===== src/design/lcs_pkg.sv =====
`default_nettype none
// ============================================================================
// lcs_pkg - shared types and constants of the line comment stripper
// Character codes and the result record passed from the lexer to the queue.
// ============================================================================
package lcs_pkg;

    localparam logic [7:0] CH_QUOTE  = 8'h22;
    localparam logic [7:0] CH_BSLASH = 8'h5C;
    localparam logic [7:0] CH_DASH   = 8'h2D;
    localparam logic [7:0] CH_NL     = 8'h0A;
    localparam logic [7:0] CH_SPACE  = 8'h20;

    localparam int QUEUE_DEPTH = 4;

    typedef struct packed {
        logic [1:0] count;
        logic [7:0] byte0;
        logic [7:0] byte1;
        logic       last;
    } result_t;

endpackage
`default_nettype wire


===== src/design/lcs_lexer.sv =====
`default_nettype none
// ============================================================================
// lcs_lexer - lexer mode machine of the line comment stripper
// Classifies each request byte and forms the zero, one or two output bytes.
// ============================================================================
module lcs_lexer
(
    input  wire logic             clk,
    input  wire logic             rst_n,
    input  wire logic             step,
    input  wire logic [7:0]       in_byte,
    input  wire logic             in_last,
    output lcs_pkg::result_t      res
);
    import lcs_pkg::*;

    localparam logic [2:0] M_CODE    = 3'd0;
    localparam logic [2:0] M_OPEN    = 3'd1;
    localparam logic [2:0] M_STR     = 3'd2;
    localparam logic [2:0] M_ESC     = 3'd3;
    localparam logic [2:0] M_TRIPLE  = 3'd4;
    localparam logic [2:0] M_COMMENT = 3'd5;

    logic [2:0] mode_reg, mode_next;
    logic [1:0] qrun_reg, qrun_next;
    logic       dash_reg, dash_next;

    always_comb
    begin
        logic       do_code;
        logic [1:0] n;
        logic [7:0] b0;
        logic [7:0] b1;
        do_code   = 1'b0;
        n         = 2'd0;
        b0        = CH_SPACE;
        b1        = CH_SPACE;
        mode_next = mode_reg;
        qrun_next = qrun_reg;
        dash_next = 1'b0;

        if (dash_reg)
        begin
            if (in_byte == CH_DASH)
            begin
                b0        = CH_SPACE;
                b1        = CH_SPACE;
                n         = 2'd2;
                mode_next = M_COMMENT;
            end
            else
            begin
                b0      = CH_DASH;
                n       = 2'd1;
                do_code = 1'b1;
            end
        end
        else
        begin
            case (mode_reg)
                M_OPEN:
                begin
                    if (qrun_reg >= 2'd2)
                    begin
                        qrun_next = 2'd0;
                        if (in_byte == CH_QUOTE)
                        begin
                            mode_next = M_TRIPLE;
                            b0        = in_byte;
                            n         = 2'd1;
                        end
                        else
                        begin
                            mode_next = M_CODE;
                            do_code   = 1'b1;
                        end
                    end
                    else
                    begin
                        b0 = in_byte;
                        n  = 2'd1;
                        if (in_byte == CH_QUOTE)
                        begin
                            qrun_next = 2'd2;
                        end
                        else
                        begin
                            qrun_next = 2'd0;
                            mode_next = (in_byte == CH_BSLASH) ? M_ESC : M_STR;
                        end
                    end
                end
                M_STR:
                begin
                    b0 = in_byte;
                    n  = 2'd1;
                    if (in_byte == CH_BSLASH)
                    begin
                        mode_next = M_ESC;
                    end
                    else if (in_byte == CH_QUOTE)
                    begin
                        mode_next = M_CODE;
                    end
                end
                M_ESC:
                begin
                    b0        = in_byte;
                    n         = 2'd1;
                    mode_next = M_STR;
                end
                M_TRIPLE:
                begin
                    b0 = in_byte;
                    n  = 2'd1;
                    if (in_byte == CH_QUOTE)
                    begin
                        if (qrun_reg >= 2'd2)
                        begin
                            qrun_next = 2'd0;
                            mode_next = M_CODE;
                        end
                        else
                        begin
                            qrun_next = qrun_reg + 2'd1;
                        end
                    end
                    else
                    begin
                        qrun_next = 2'd0;
                    end
                end
                M_COMMENT:
                begin
                    n = 2'd1;
                    if (in_byte == CH_NL)
                    begin
                        b0        = in_byte;
                        mode_next = M_CODE;
                    end
                    else
                    begin
                        b0 = CH_SPACE;
                    end
                end
                default:
                begin
                    mode_next = M_CODE;
                    do_code   = 1'b1;
                end
            endcase
        end

        if (do_code)
        begin
            if (in_byte == CH_DASH)
            begin
                dash_next = 1'b1;
            end
            else
            begin
                if (in_byte == CH_QUOTE)
                begin
                    mode_next = M_OPEN;
                    qrun_next = 2'd1;
                end
                if (n == 2'd0)
                begin
                    b0 = in_byte;
                end
                else
                begin
                    b1 = in_byte;
                end
                n = n + 2'd1;
            end
        end

        if (in_last)
        begin
            if (dash_next)
            begin
                if (n == 2'd0)
                begin
                    b0 = CH_DASH;
                end
                else
                begin
                    b1 = CH_DASH;
                end
                n = n + 2'd1;
            end
            mode_next = M_CODE;
            qrun_next = 2'd0;
            dash_next = 1'b0;
        end

        res.count = n;
        res.byte0 = b0;
        res.byte1 = b1;
        res.last  = in_last;
    end

    always_ff @(posedge clk or negedge rst_n)
    begin
        if (!rst_n)
        begin
            mode_reg <= M_CODE;
            qrun_reg <= 2'd0;
            dash_reg <= 1'b0;
        end
        else if (step)
        begin
            mode_reg <= mode_next;
            qrun_reg <= qrun_next;
            dash_reg <= dash_next;
        end
    end

endmodule
`default_nettype wire


===== src/design/line_comment_stripper.sv =====
`default_nettype none
// ============================================================================
// line_comment_stripper - string aware double-dash comment stripper
// Replaces line comments with spaces, keeping strings and byte count intact.
// ============================================================================
// The block takes one byte per cycle on the slave stream and returns the same
// number of bytes on the master stream. A byte is classified in the cycle it
// is accepted, and its zero, one or two output bytes enter a four-entry output
// queue; a byte is accepted whenever the queue has room for two entries, so
// with the master side always ready the sustained rate is one byte per cycle.
// A dash in code is held until the next byte; the byte marked by tlast
// flushes it and returns the lexer to code mode.
module line_comment_stripper
(
    input  wire logic       clk,
    input  wire logic       rst_n,
    input  wire logic       s_tvalid,
    output      logic       s_tready,
    input  wire logic [7:0] s_tdata,   // [7:0] in_byte
    input  wire logic       s_tlast,   // in_last
    output      logic       m_tvalid,
    input  wire logic       m_tready,
    output      logic [7:0] m_tdata,   // [7:0] out_byte
    output      logic       m_tlast    // out_last
);
    import lcs_pkg::*;

    localparam int PW = $clog2(QUEUE_DEPTH);
    localparam int CW = $clog2(QUEUE_DEPTH + 1);

    result_t res;
    logic    accept;
    logic    pop;

    logic [7:0]    qbyte_reg [QUEUE_DEPTH];
    logic          qlast_reg [QUEUE_DEPTH];
    logic [PW-1:0] wr_reg, rd_reg;
    logic [CW-1:0] count_reg, count_next;
    logic [PW-1:0] wr_next;

    assign s_tready = (count_reg <= CW'(QUEUE_DEPTH - 2));
    assign accept   = s_tvalid && s_tready;
    assign m_tvalid = (count_reg != '0);
    assign pop      = m_tvalid && m_tready;
    assign m_tdata  = qbyte_reg[rd_reg];
    assign m_tlast  = qlast_reg[rd_reg];

    lcs_lexer u_lexer
    (
        .clk     (clk),
        .rst_n   (rst_n),
        .step    (accept),
        .in_byte (s_tdata),
        .in_last (s_tlast),
        .res     (res)
    );

    always_comb
    begin
        wr_next    = wr_reg;
        count_next = count_reg;
        if (accept)
        begin
            wr_next    = wr_reg + PW'(res.count);
            count_next = count_next + CW'(res.count);
        end
        if (pop)
        begin
            count_next = count_next - CW'(1);
        end
    end

    always_ff @(posedge clk)
    begin
        if (accept && (res.count != 2'd0))
        begin
            qbyte_reg[wr_reg] <= res.byte0;
            qlast_reg[wr_reg] <= res.last && (res.count == 2'd1);
            if (res.count == 2'd2)
            begin
                qbyte_reg[wr_reg + PW'(1)] <= res.byte1;
                qlast_reg[wr_reg + PW'(1)] <= res.last;
            end
        end
    end

    always_ff @(posedge clk or negedge rst_n)
    begin
        if (!rst_n)
        begin
            wr_reg    <= '0;
            rd_reg    <= '0;
            count_reg <= '0;
        end
        else
        begin
            wr_reg    <= wr_next;
            count_reg <= count_next;
            if (pop)
            begin
                rd_reg <= rd_reg + PW'(1);
            end
        end
    end

    assert property (@(posedge clk) disable iff (!rst_n)
        count_reg <= CW'(QUEUE_DEPTH))
        else $error("output queue overflow");

    assert property (@(posedge clk) disable iff (!rst_n)
        (accept && s_tlast) |-> (res.count != 2'd0))
        else $error("last request produced no output");

    assert property (@(posedge clk) disable iff (!rst_n)
        (accept && (s_tdata != CH_DASH)) |-> (res.count != 2'd0))
        else $error("non-dash request produced no output");

endmodule
`default_nettype wire


===== config.mk =====
export PLATFORM = sky130hd
export DESIGN_NAME = line_comment_stripper
export DESIGN_NICKNAME = d
export VERILOG_FILES = /design/src/design/lcs_pkg.sv /design/src/design/lcs_lexer.sv /design/src/design/line_comment_stripper.sv
export SDC_FILE = /design/constraint.sdc
export NUM_CORES = 1
export LEC_CHECK = 0
export ABC_AREA = 1
export BUFFER_PORTS_ARGS = -buffer_cell sky130_fd_sc_hd__buf_4
export CORE_ASPECT_RATIO = 1.2
export CORE_UTILIZATION = 42
export CTS_CLUSTER_SIZE = 14
export DETAILED_ROUTE_END_ITERATION = 16
export HOLD_SLACK_MARGIN = 0.05
export PLACE_DENSITY = 0.65
export SLEW_MARGIN = 20
export SYNTH_ARGS = -nofsm -noshare
export SYNTH_HDL_FRONTEND = slang
export SYNTH_HIERARCHICAL = 1
export SYNTH_SLANG_ARGS = --single-unit

===== constraint.sdc =====
create_clock -name clk -period 4.03 [get_ports clk]
set_input_delay 0.2015 -clock clk [delete_from_list [all_inputs] [get_ports clk]]
set_output_delay 0.2015 -clock clk [all_outputs]
set_load 0.02 [all_outputs]

==> results.md <==
- Post-DRT Antenna Nets: 0
- Remaining global-route overflow: 0
- Hold-fix buffers, CTS: 1
- Slew Limit Fails: 0
- Core area: between 7000 and 8000 sq um
- Synth-to-Final Area Change: 11.47%
- Pin count of the biggest net entering global routing: 21
- Yosys warnings: 6
- Drt drc: 0
- Largest family of logic cells by synthesized area: simple AND/OR/NAND/NOR gates
- Worst rel slew slack: 0.5563
- Routed WL per cell: 13.44 microns
- Skew final: 0.01318 ns
- Vias in the first global route: 2797
- Antenna cells: 0
- CTS root buf: clkbuf_8
- Critical Path Sink Type: register
- Sum of buffers and inverters on the critical path: 2
- Max IR drop VDD: 0.0002910 V
- Max H-tree Level: 2
- WL final: 7.578 mm
- Final setup margin: between 0.8 and 0.9 ns
- Chip Height: approximately 100 microns
- Die Area: 8386 sq um
- Via count: approximately 2900
- CP top delay family: simple AND/OR/NAND/NOR gates
- Vias per inst: 5.140
- #FFs+latches synth: 49
- Fmax: 319.5 MHz
- DIE WIDTH: roughly 84 microns
- Cells resized by post-CTS repair: 0
- DRT Pass-1 Iters: 5
- Post-synthesis cell type count: 37
- CP startpoint kind: register
- Post-synthesis xor/xnor area fraction: 0.005199
- CTS tree: yes
- Fraction of layout cells with a size suffix above 1: 0.1780
- Tcrit/Tclk final: 0.7767
- Nets@finish: between 400 and 500
- CTS buffer count: 5
- Power share of the clock group: 0.190
- Biggest cell delay along the critical path: ~0.51 ns
- Cell chain of the critical path: nor2_2 > nand2_2 > inv_2 > nand3_4 > nand2_2 > o21ai_1 > ha_1 > nand3_1 > nand2_1 > inv_2 > nor2_4 > nand4_2 > nand2_1
- Clk_lat worst skew: 0.31 ns
- Clock slew at reported path FFs: 0.10 ns
- Crit path max fanout: 10
- Initial antenna violation count: 0
- Critical path class: reg2reg
- Setup Buffers After CTS: 0
- Avg Cell Area, Syn: 7.504 sq um
- First-pass GRT wire length: 13.39 mm
- Simple-gate share of the synthesized area: 0.3888
- Leakage: 0.001802 uW
- Sw frac: 0.4261
- Unrepaired setup endpoints after global routing: false
- Hold Fails Final Rpt: 0
- Seq/Total Area, Yosys: 0.4174
- Post-Synth Adder-Cell Area: 0.02451
- Tightest Hold Check Type: in2async
- GRT Util Overall: 0.1966
- Sequential power share: 0.341
- Placer Congestion: 0.9838
- Comb power frac: 0.469
- Row count: 35
- # IOs: 24
- Power Dens Cells: 608.1 nW/um^2
- Tightest Pin Transition: about 0.67 ns
- I/O Buffers: 23
- Mapped Area: between 3000 and 4000 sq um
- Internal: roughly 1300 uW
- Crit path DAT: 3.09 ns
- Max-cap violations: 0
- TritonCTS Sinks: 49
- Slowest-stage cell, CP: nand2_1
- Number of DRC markers in iteration 0: 221
- CP required: 3.99 ns
- Cell count after synthesis: ~450
- Max reg flops: 32
- NetSw: 973.2 uW
- Reg2Reg Setup Slack: 0.90 ns
- Syn Nets: 468
- # setup viols final: 0
- Status: complete, no violations
- Deepest clock path buffer count: 2
- Mux cell area share after synthesis: 0
- Pre-CTS worst setup slack: 0.9363 ns
- Compound-Gate Fraction of Synth Area: 0.09692
- Crit path time final: 3.130 ns
- Initial Util: 0.4372
- Final core occ: 0.4873
- Setup_tns: 0 ns
- HPWL Detailed: 5.950 mm
routing by layer:
metal | share of wire | track usage
met5 | 0 | 0
met4 | 0.016 | 0.06519
met3 | 0.036 | 0.02303
met2 | 0.49 | 0.3427
met1 | 0.45 | 0.2550
metrics by stage:
step | power [uW] | std cells | area (sq um) | hold WS (ns)
floorplan | 1567 | 449 | 3369 | -0.09409
global placement | 1843 | 555 | 3608 | 0.06062
detailed placement | 1867 | 555 | 3608 | 0.06360
CTS | 2299 | 564 | 3756 | 0.2599
global route | 2470 | 564 | 3756 | 0.2717
finish | 2284 | 564 | 3756 | 0.2632
cells in the mapped netlist, drive strengths merged:
library cell / count / area share
nand3b: 1 / 0.0059
inv: 46 / 0.051
o21ai: 35 / 0.055
nand2b: 1 / 0.0026
xor2: 1 / 0.0026
nand3: 28 / 0.056
buf: 5 / 0.010
nor2: 51 / 0.081
ha: 5 / 0.019
fa: 1 / 0.0059
o22ai: 10 / 0.019
or2: 3 / 0.0056
nor3: 1 / 0.0030
clkinv: 1 / 0.0015
edfxtp: 36 / 0.32
nand2: 185 / 0.21
nand4: 8 / 0.022
o21bai: 2 / 0.0045
a21oi: 11 / 0.019
dfrtp: 13 / 0.097
clkbuf: 4 / 0.0045
xnor2: 1 / 0.0026
power groups by stage:
stage	combinational (uW)	clock (uW)	sequential, uW
after floorplan	830	0	737
after global placement	1060	0	786
after detailed placement	1080	0	791
after CTS	1080	439	780
after global routing	1210	458	798
final	1070	435	778
worst register-to-register path, stage by stage, from the launching register on:
cell,delay (ns)
dfrtp_1,0.45
nor2_2,0.18
nand2_2,0.09
inv_2,0.10
nand3_4,0.11
nand2_2,0.10
o21ai_1,0.10
ha_1,0.32
nand3_1,0.07
nand2_1,0.13
inv_2,0.09
nor2_4,0.19
nand4_2,0.34
nand2_1,0.51
cells in the final DEF (no fill, tap or decap), drive strengths merged, types with 2 or more instances in the layout:
master / n
nor2: 51
ha: 5
o21bai: 2
inv: 47
nand4: 8
o22ai: 10
a21oi: 11
nand2: 185
bufinv: 2
o21ai: 35
clkbuf: 5
buf: 23
edfxtp: 36
nand3: 28
dfrtp: 13
or2: 3
layout make-up:
cell class	count	area, sq um
clock inverter	3	68.82
clock buffer	5	68.82
fill	762	3951
multi-input combinational	344	1737
timing repair buffer	24	182.7
sequential	49	1406
tap	92	115.1
inverter	47	177.7
kinds of logic after synthesis:
logic type | after synthesis
xor gates and xnor gates | 2
adders and majority gates | 6
buffers and inverters | 56
DFF | 49
AOI/OAI and AO/OA | 58
and+or+nand+nor | 278
path summary, 6_finish.rpt:
check / end / depth (start not counted) / start
worst max-delay path: qbyte_reg[0][3] / 13 / u_lexer/mode_reg[1]
worst min-delay path: u_lexer/qrun_reg[1] / 2 / rst_n
worst max register to register: qbyte_reg[0][3] / 13 / u_lexer/mode_reg[1]
worst min register to register: u_lexer/mode_reg[0] / 2 / u_lexer/mode_reg[0]
max in group asynchronous: rd_reg[0] / 2 / rst_n
min in group clk: u_lexer/qrun_reg[0] / 4 / s_tlast
Power figures use the tool's default switching activity.
